$ cat src/rtl/ttrzs_pkg.sv
// ---------------------------------------------------------------------------
// ttrzs_pkg
// widths, register indexes and helpers of the run zero suppressor
// ---------------------------------------------------------------------------
package ttrzs_pkg;

    localparam int SAMPLE_W  = 10;
    localparam int CNT_W     = 10;
    localparam int ZBIN_W    = 9;
    localparam int CFG_IDX_W = 2;

    typedef enum logic [CFG_IDX_W-1:0] {
        CFG_LOW_THR  = 2'd0,
        CFG_HIGH_THR = 2'd1,
        CFG_MIN_LEN  = 2'd2,
        CFG_MIN_HIGH = 2'd3
    } cfg_idx_t;

    // saturating increment, holds at all ones
    function automatic logic [CNT_W-1:0] sat_inc(input logic [CNT_W-1:0] v);
        logic [CNT_W-1:0] r;
        r = (v == {CNT_W{1'b1}}) ? v : v + 1'b1;
        return r;
    endfunction

endpackage

$ cat src/rtl/two_threshold_run_zero_suppressor_unit.sv
// ---------------------------------------------------------------------------
// two_threshold_run_zero_suppressor_unit
// zero suppression of one channel's samples with a run length / high count cut
// ---------------------------------------------------------------------------
// One request is taken per clock and each one yields zero or one zeroing
// command (zero_from..zero_to, inclusive). A request waits in the input
// register, then the run tracking logic (two compares against the
// thresholds, two against the minimums, and the counter updates) produces
// the command into the output register. The sustained rate is one request
// per cycle while commands are taken, set by the single run state update
// per request. in_ready drops only while a command waits in the output
// register and out_ready is low. Bin numbers on the command are truncated
// to 9 bits. The user writes config only while idle; the block won't check.
// ---------------------------------------------------------------------------
module two_threshold_run_zero_suppressor_unit
    import ttrzs_pkg::*;
#(
    parameter int NUM_BINS = 512
)
(
    input  logic                 clk,
    input  logic                 rst_n,
    // configuration
    input  logic                 cfg_wr_en,
    input  logic [CFG_IDX_W-1:0] cfg_index,
    input  logic [CNT_W-1:0]     cfg_data,
    // sample requests
    input  logic                 in_valid,
    output logic                 in_ready,
    input  logic [SAMPLE_W-1:0]  sample,
    input  logic                 first_bin,
    // zeroing commands
    output logic                 out_valid,
    input  logic                 out_ready,
    output logic [ZBIN_W-1:0]    zero_from,
    output logic [ZBIN_W-1:0]    zero_to
);

    localparam int BIN_W = (NUM_BINS > 1) ? $clog2(NUM_BINS) : 1;
    localparam logic [BIN_W-1:0] LAST_BIN = BIN_W'(NUM_BINS - 1);

    // configuration registers
    logic [SAMPLE_W-1:0] low_thr_reg;
    logic [SAMPLE_W-1:0] high_thr_reg;
    logic [CNT_W-1:0]    min_len_reg;
    logic [CNT_W-1:0]    min_high_reg;

    // input register
    logic                s1_valid_reg;
    logic [SAMPLE_W-1:0] s1_sample_reg;
    logic                s1_first_reg;

    // run state
    logic [BIN_W-1:0]    bin_index_reg, bin_index_next;
    logic [BIN_W-1:0]    run_start_reg, run_start_next;
    logic [CNT_W-1:0]    run_length_reg, run_length_next;
    logic [CNT_W-1:0]    high_count_reg, high_count_next;

    // output register
    logic                out_valid_reg;
    logic [ZBIN_W-1:0]   zero_from_reg, zero_from_next;
    logic [ZBIN_W-1:0]   zero_to_reg, zero_to_next;

    logic                in_take;
    logic                s1_adv;
    logic                emit;

    logic [BIN_W-1:0]    tb;
    logic [BIN_W-1:0]    rs_cur;
    logic [CNT_W-1:0]    rl_cur;
    logic [CNT_W-1:0]    hc_cur;
    logic [BIN_W-1:0]    rs_after;
    logic [CNT_W-1:0]    rl_after;
    logic [CNT_W-1:0]    hc_after;
    logic [SAMPLE_W-1:0] value;
    logic                is_low;
    logic                run_open;
    logic                run_weak;

    assign s1_adv   = s1_valid_reg && (!out_valid_reg || out_ready);
    assign in_ready = !s1_valid_reg || s1_adv;
    assign in_take  = in_valid && in_ready;

    always_ff @(posedge clk or negedge rst_n)
    begin
        if (!rst_n)
        begin
            low_thr_reg  <= '0;
            high_thr_reg <= '0;
            min_len_reg  <= '0;
            min_high_reg <= '0;
        end
        else if (cfg_wr_en)
        begin
            unique case (cfg_idx_t'(cfg_index))
                CFG_LOW_THR:  low_thr_reg  <= cfg_data;
                CFG_HIGH_THR: high_thr_reg <= cfg_data;
                CFG_MIN_LEN:  min_len_reg  <= cfg_data;
                CFG_MIN_HIGH: min_high_reg <= cfg_data;
                default:      ;
            endcase
        end
    end

    always_ff @(posedge clk or negedge rst_n)
    begin
        if (!rst_n)
            s1_valid_reg <= 1'b0;
        else if (in_ready)
            s1_valid_reg <= in_valid;
    end

    always_ff @(posedge clk)
    begin
        if (in_take)
        begin
            s1_sample_reg <= sample;
            s1_first_reg  <= first_bin;
        end
    end

    // run tracking for the request in the input register
    always_comb
    begin
        // first bin restarts the channel before the sample is used
        tb     = s1_first_reg ? '0 : bin_index_reg;
        rs_cur = s1_first_reg ? '0 : run_start_reg;
        rl_cur = s1_first_reg ? '0 : run_length_reg;
        hc_cur = s1_first_reg ? '0 : high_count_reg;

        is_low   = (s1_sample_reg <= low_thr_reg);
        run_open = (rs_cur != '0);
        run_weak = (rl_cur <= min_len_reg) || (hc_cur <= min_high_reg);
        emit     = is_low && (!run_open || run_weak);

        zero_from_next = run_open ? ZBIN_W'(rs_cur) : ZBIN_W'(tb);
        zero_to_next   = ZBIN_W'(tb);

        rs_after = is_low ? '0 : rs_cur;
        rl_after = is_low ? '0 : rl_cur;
        hc_after = is_low ? '0 : hc_cur;

        // a zeroed closing sample counts as zero for the high test
        value = emit ? '0 : s1_sample_reg;

        run_length_next = sat_inc(rl_after);
        run_start_next  = (rs_after == '0) ? tb : rs_after;
        high_count_next = (value > high_thr_reg) ? sat_inc(hc_after) : hc_after;
        bin_index_next  = (tb < LAST_BIN) ? tb + 1'b1 : tb;
    end

    always_ff @(posedge clk or negedge rst_n)
    begin
        if (!rst_n)
        begin
            bin_index_reg  <= '0;
            run_start_reg  <= '0;
            run_length_reg <= '0;
            high_count_reg <= '0;
        end
        else if (s1_adv)
        begin
            bin_index_reg  <= bin_index_next;
            run_start_reg  <= run_start_next;
            run_length_reg <= run_length_next;
            high_count_reg <= high_count_next;
        end
    end

    always_ff @(posedge clk or negedge rst_n)
    begin
        if (!rst_n)
            out_valid_reg <= 1'b0;
        else if (s1_adv)
            out_valid_reg <= emit;
        else if (out_ready)
            out_valid_reg <= 1'b0;
    end

    always_ff @(posedge clk)
    begin
        if (s1_adv && emit)
        begin
            zero_from_reg <= zero_from_next;
            zero_to_reg   <= zero_to_next;
        end
    end

    assign out_valid = out_valid_reg;
    assign zero_from = zero_from_reg;
    assign zero_to   = zero_to_reg;

endmodule

$ cat config.mk
export PLATFORM = sky130hd
export DESIGN_NAME = two_threshold_run_zero_suppressor_unit
export DESIGN_NICKNAME = d
export VERILOG_FILES = /design/src/rtl/ttrzs_pkg.sv /design/src/rtl/two_threshold_run_zero_suppressor_unit.sv
export SDC_FILE = /design/constraint.sdc
export NUM_CORES = 1
export LEC_CHECK = 0
export ABC_CLOCK_PERIOD_IN_PS = 6700
export BUFFER_PORTS_ARGS = -buffer_cell sky130_fd_sc_hd__buf_2
export CAP_MARGIN = 20
export CORE_MARGIN = 1
export CORE_UTILIZATION = 30
export DETAILED_ROUTE_END_ITERATION = 8
export PLACE_DENSITY_LB_ADDON = 0.05
export SLEW_MARGIN = 0
export SYNTH_ARGS = -nofsm -noshare
export SYNTH_HDL_FRONTEND = slang
export SYNTH_SLANG_ARGS = --single-unit
$ cat constraint.sdc
create_clock -name clk -period 6.7 [get_ports clk]
set_input_delay 0.67 -clock clk [delete_from_list [all_inputs] [get_ports clk]]
set_output_delay 0.67 -clock clk [all_outputs]
set_load 0.005 [all_outputs]
* Word-level counts from Yosys, hierarchy flattened
Cells that the tools add are included. Widths: inputs -> output; s select.
Storage, ports and cells: register bits 109, bits of input ports 28, output and inout bits 20, word-level logic and storage cells 62
Operators by class: add/subtract/negate cells 3, $lt $le $gt $ge 5, equality and inequality tests 5, mux-type cells 16, reduce and logical (&&, ||, !) cells 19
Operators by type and width (number):
- $mux 10 | 8
- $mux 9 | 6
- $le 10x10->1 | 3
- $add 10x1->10 const B | 2
- $eq 10x10->1 const B | 2
- $gt 10x10->1 | 1
- $add 9x1->9 const B | 1
- $logic_not 9->1 | 1
- $lt 9x9->1 const B | 1
- $reduce_bool 9->1 | 1
- $reduce_and 2->1 | 4
- $eq 2x2->1 const B | 2
- $logic_and 1x1->1 | 4
- $logic_or 1x1->1 | 4
- $logic_not 1->1 | 3
- $eq 2x1->1 const B | 1
- $logic_not 2->1 | 1
- $mux 1 | 2
- $reduce_bool 2->1 | 1

* Longest topological paths before layout
depth in word-level cells 8, depth in mapped cells 21, mapped depth without buffers 16

* Least setup slack after synthesis
OpenSTA, ideal clock, no wires.
path type register to register, start reg s1_first_reg, end reg high_count_reg[1], setup time 126 ps, arrival 4590 ps, required time 6574 ps, setup slack 1984 ps, stages on the path, launching flop included 22, path buffers 6, period minus slack after synthesis 4716 ps, cells stage by stage edfxtp_1 buf_2 buf_6 clkbuf_1 clkbuf_1 clkbuf_1 nor2_1 ha_1 nand4_1 a21oi_1 a211oi_1 o21a_1 o41ai_1 clkbuf_1 and2_1 ha_1 a211oi_1 o211ai_1 o31ai_1 a21oi_1 and3_1 a221o_1
On the way: longest elaborated chain between the ends 8, elaborated cells between the ends (all ways) 17, those cells by class add/sub: 1; order compare: 3; eq/ne: 1; mux: 7; reduce/logical: 5
Ends and longest elaborated chain:
- start, declared | line two_threshold_run_zero_suppressor_unit.sv:51 | logic s1_first_reg;
- start signal, assigned | line two_threshold_run_zero_suppressor_unit.sv:118 | s1_first_reg <= first_bin;
- $mux 10, or another cell as far along | line two_threshold_run_zero_suppressor_unit.sv:128 | rl_cur = s1_first_reg ? '0 : run_length_reg;
- $le 10x10->1 / $reduce_bool 9->1 (equally long branches) | line two_threshold_run_zero_suppressor_unit.sv:133, two_threshold_run_zero_suppressor_unit.sv:132
- $logic_or 1x1->1 / $logic_not 1->1 (equally long branches) | line two_threshold_run_zero_suppressor_unit.sv:133, two_threshold_run_zero_suppressor_unit.sv:134
- $logic_or 1x1->1 | line two_threshold_run_zero_suppressor_unit.sv:134 | emit = is_low && (!run_open || run_weak);
- $logic_and 1x1->1 | line two_threshold_run_zero_suppressor_unit.sv:134
- $mux 10 | line two_threshold_run_zero_suppressor_unit.sv:144 | value = emit ? '0 : s1_sample_reg;
- $gt 10x10->1 | line two_threshold_run_zero_suppressor_unit.sv:148 | high_count_next = (value > high_thr_reg) ? sat_inc(hc_after) : hc_after;
- $mux 10 * | line two_threshold_run_zero_suppressor_unit.sv:148
- end signal, assigned | line two_threshold_run_zero_suppressor_unit.sv:166 | high_count_reg <= high_count_next;
- end, declared | line two_threshold_run_zero_suppressor_unit.sv:57 | logic [CNT_W-1:0] high_count_reg, high_count_next;
Mark *: on every way between the ends. The rest lies on a longest branch, timed or not. A chain may end at the register's enable or synchronous reset.

* Final worst setup path
start reg s1_first_reg, end reg high_count_reg[5]
Same word-level chain as after synthesis.

==> impl_metrics.toml <==
[outcome]
status = "complete, no violations"

[clocking]
cts.sink_count = 109
h-tree-depth = 3
clk_latency_ns = 0.36
post_cts_buffers = 0
cts_tree = "yes"
cts_buffers = 9
clk_path_buf_depth = 2
hold_buffers = 0
cts-root-buf = "clkbuf_16"
cts-resized-gates = 0
path_clk_slew_ns = 0.08

[place]
dpl.cell_count = 876
place_area_mm2 = 0.00654
gp_congestion = 0.838
io_buffers = 47
dp_hpwl_mm = 11.2

[route]
finalWirelength_mm = 15.2
postRouteAntennaNets = 0
wl_per_cell_um = 17.0
drtIter0Drc = 189
dr.pass1.iters = 4
route.detailed.drc = 0
vias = 4387
avgViaCountPerCell = 4.92

[setup_path]
startpoint_type = "flop"
r2r_end = "high_count_reg[5]"
reg2regPathDepth = 16
crit_required_ns = 7.00
cp_max_fo = 26
r2r_slack_ns = 1.84
cp_data_arrival_time_ns = 5.15
crit-reg2reg-launch = "s1_first_reg"
path_class = "flop to flop"
end_kind = "flop"

[pwr]
internal_power_w = 0.00121
vdd_ir_drop_max_mv = 0.128
seqPwrFrac_pct = 46.7
p_comb_share_pct = 24.6
power_density_mw_per_mm2 = 266
power_switching_w = 0.000597
clock_power_share_pct = 28.7
p_leak_nw = 3.03
swShare_pct = 33.0

[sta]
fin_skew_ns = 0.00988
layout_min_cycle_time_ns = 4.86
clock.fmax_mhz = 206
drv_slew = 0
hold_viol = 0
fin_crit_sh_pct = 72.5
rsz0062_at_grt = "no"
setup_violations = 0
slew_headroom_pct = 43.1
tns_ns = 0
tightestPinTransition_ns = 0.853

[global_route]
grt_usage_pct = 16.1
grt_max_degree = 48
grt_antenna_before_repair = 0
grt.overflow.total = 0
grt_pass1_vias = 4540
grt_pass1_wl_mm = 24.7

[final_layout]
nNetsFinal = 693
drive_gt1_share_pct = 18.2
layout_common_cells = "dfrtp_1 (80), inv_1 (51), buf_2 (46)"
antenna_cells = 0
fin_cells = 892
final_common_cell = "dfrtp_1"
fillerInstances = 2019
syn_to_final_growth_pct = 13.6
design_area_mm2 = 0.00681

[floorplan]
chipHeight_um = 143
pin_count = 48
start_util_pct = 30.7
die_area_mm2 = 0.0206
die_w_um = 143
coreArea_mm2 = 0.0195
num_rows = 51

[yosys]
yosysUniqueCellTypes = 62
syn-num-nets = 648
synth_edf_count = 29
synth.avg_cell_area_um2 = 10.4
ys_seq_area_share_pct = 47.9
synth_warnings = 0
synth_cells = 577
synth_ff_type = "dfrtp_1"
syn-cell-area_mm2 = 0.00600
async_flop_share_pct = 73.4
ys_seq_elements = 109

[flow_run]
max_cap_violations = 0

[hold_path]
worst_hold_path_type = "input port to async pin"
[power groups by stage]
stage | logic (W) | registers [W] | clock network (W)
floorplan | 0.000308 | 0.000839 | 0
global placement | 0.000449 | 0.000858 | 0
detailed placement | 0.000456 | 0.000860 | 0
CTS | 0.000459 | 0.000846 | 0.000538
global route | 0.000510 | 0.000860 | 0.000566
finish | 0.000446 | 0.000845 | 0.000520
[Yosys cell counts (4+ instances only)]
cell type  number  area share (%)
a211oi_1        8             1.0
a21o_1         10             1.3
a21oi_1        30             2.5
a22oi_1         6            0.75
and2_1         14             1.5
and3_1         10             1.0
and4_1          5            0.73
buf_2           4            0.33
clkbuf_1       15            0.94
dfrtp_1        80              33
edfxtp_1       29              15
ha_1           43             9.0
inv_1          51             3.2
mux2_2         35             6.6
nand2_1        38             2.4
nand2b_1        8            0.83
nand3_1        17             1.4
nand3b_1        4            0.50
nand4_1        11             1.1
nor2_1         32             2.0
nor2b_1        24             2.5
nor3_1         10            0.83
nor3b_1         5            0.63
o21ai_0        29             2.4
[worst max-delay path by stage]
| stage | startpoint | end | cells after the start |
|---|---|---|---|
| global route | s1_first_reg | high_count_reg[1] | 16 |
| finish | s1_first_reg | high_count_reg[5] | 16 |
| CTS | s1_first_reg | high_count_reg[5] | 16 |
| global placement | s1_first_reg | high_count_reg[1] | 16 |
| detailed placement | s1_first_reg | high_count_reg[1] | 16 |
| floorplan | s1_first_reg | high_count_reg[1] | 21 |
[layer usage]
metal | share of wire (%) | GRT usage [%] | up-vias | wire length (um)
met4 | 2.2 | 6.49 | 0 | 335
met3 | 3.2 | 2.23 | 20 | 488
met5 | 0 | 0 | - | 0
met2 | 49 | 27.0 | 62 | 7390
met1 | 46 | 20.8 | 2140 | 6990
li1 | - | - | 2165 | -
[critical path, cell delays in order (launching register included)]
cell and delay [ns]:
edfxtp_1 0.91, nor2b_1 0.25, ha_1 0.36, a21o_1 0.18, a21o_1 0.17, a211oi_1 0.32, o21a_1 0.19, o41ai_2 0.06
buf_4 0.19, and2_1 0.16, ha_1 0.31, a211oi_1 0.24, o211ai_1 0.16, o31ai_1 0.53, a21oi_1 0.21, a2111o_1 0.44
nand3_1 0.09
[through the flow]
step	utilization [%]	power, W	hold slack, ns	setup slack (ns)
floorplan	-	0.00115	0.374	1.98
global placement	33.5	0.00131	0.490	1.96
detailed placement	33.5	0.00132	0.493	1.81
CTS	34.9	0.00184	0.278	1.79
global route	34.9	0.00194	0.292	1.38
finish	34.9	0.00181	0.250	1.84
[logic make-up (layout without fill, tap and decap cells)]
| kind of cell | after synthesis | in the layout | synth area share (%) |
|---|---|---|---|
| AOI/OAI and AO/OA | 120 | 120 | 13.6 |
| adders and majority gates | 43 | 43 | 8.97 |
| DFF | 109 | 109 | 47.9 |
| muxes | 36 | 36 | 6.74 |
| buffers and inverters | 72 | 122 | 4.84 |
| and+or+nand+nor | 193 | 193 | 17.4 |
| xor gates and xnor gates | 4 | 4 | 0.584 |
[area by class of cell]
| cell class | count | area (um^2) | share of cell area [%] |
|---|---|---|---|
| well taps | 265 | 332 | 4.87 |
| flip-flops and latches | 109 | 2870 | 42.2 |
| repair buffers | 55 | 298 | 4.37 |
| clock inverters | 7 | 50.0 | 0.734 |
| multi-input cells | 396 | 2850 | 41.8 |
| clock buffers | 9 | 225 | 3.31 |
| inverters | 51 | 191 | 2.81 |
Power figures use the tool's default switching activity.
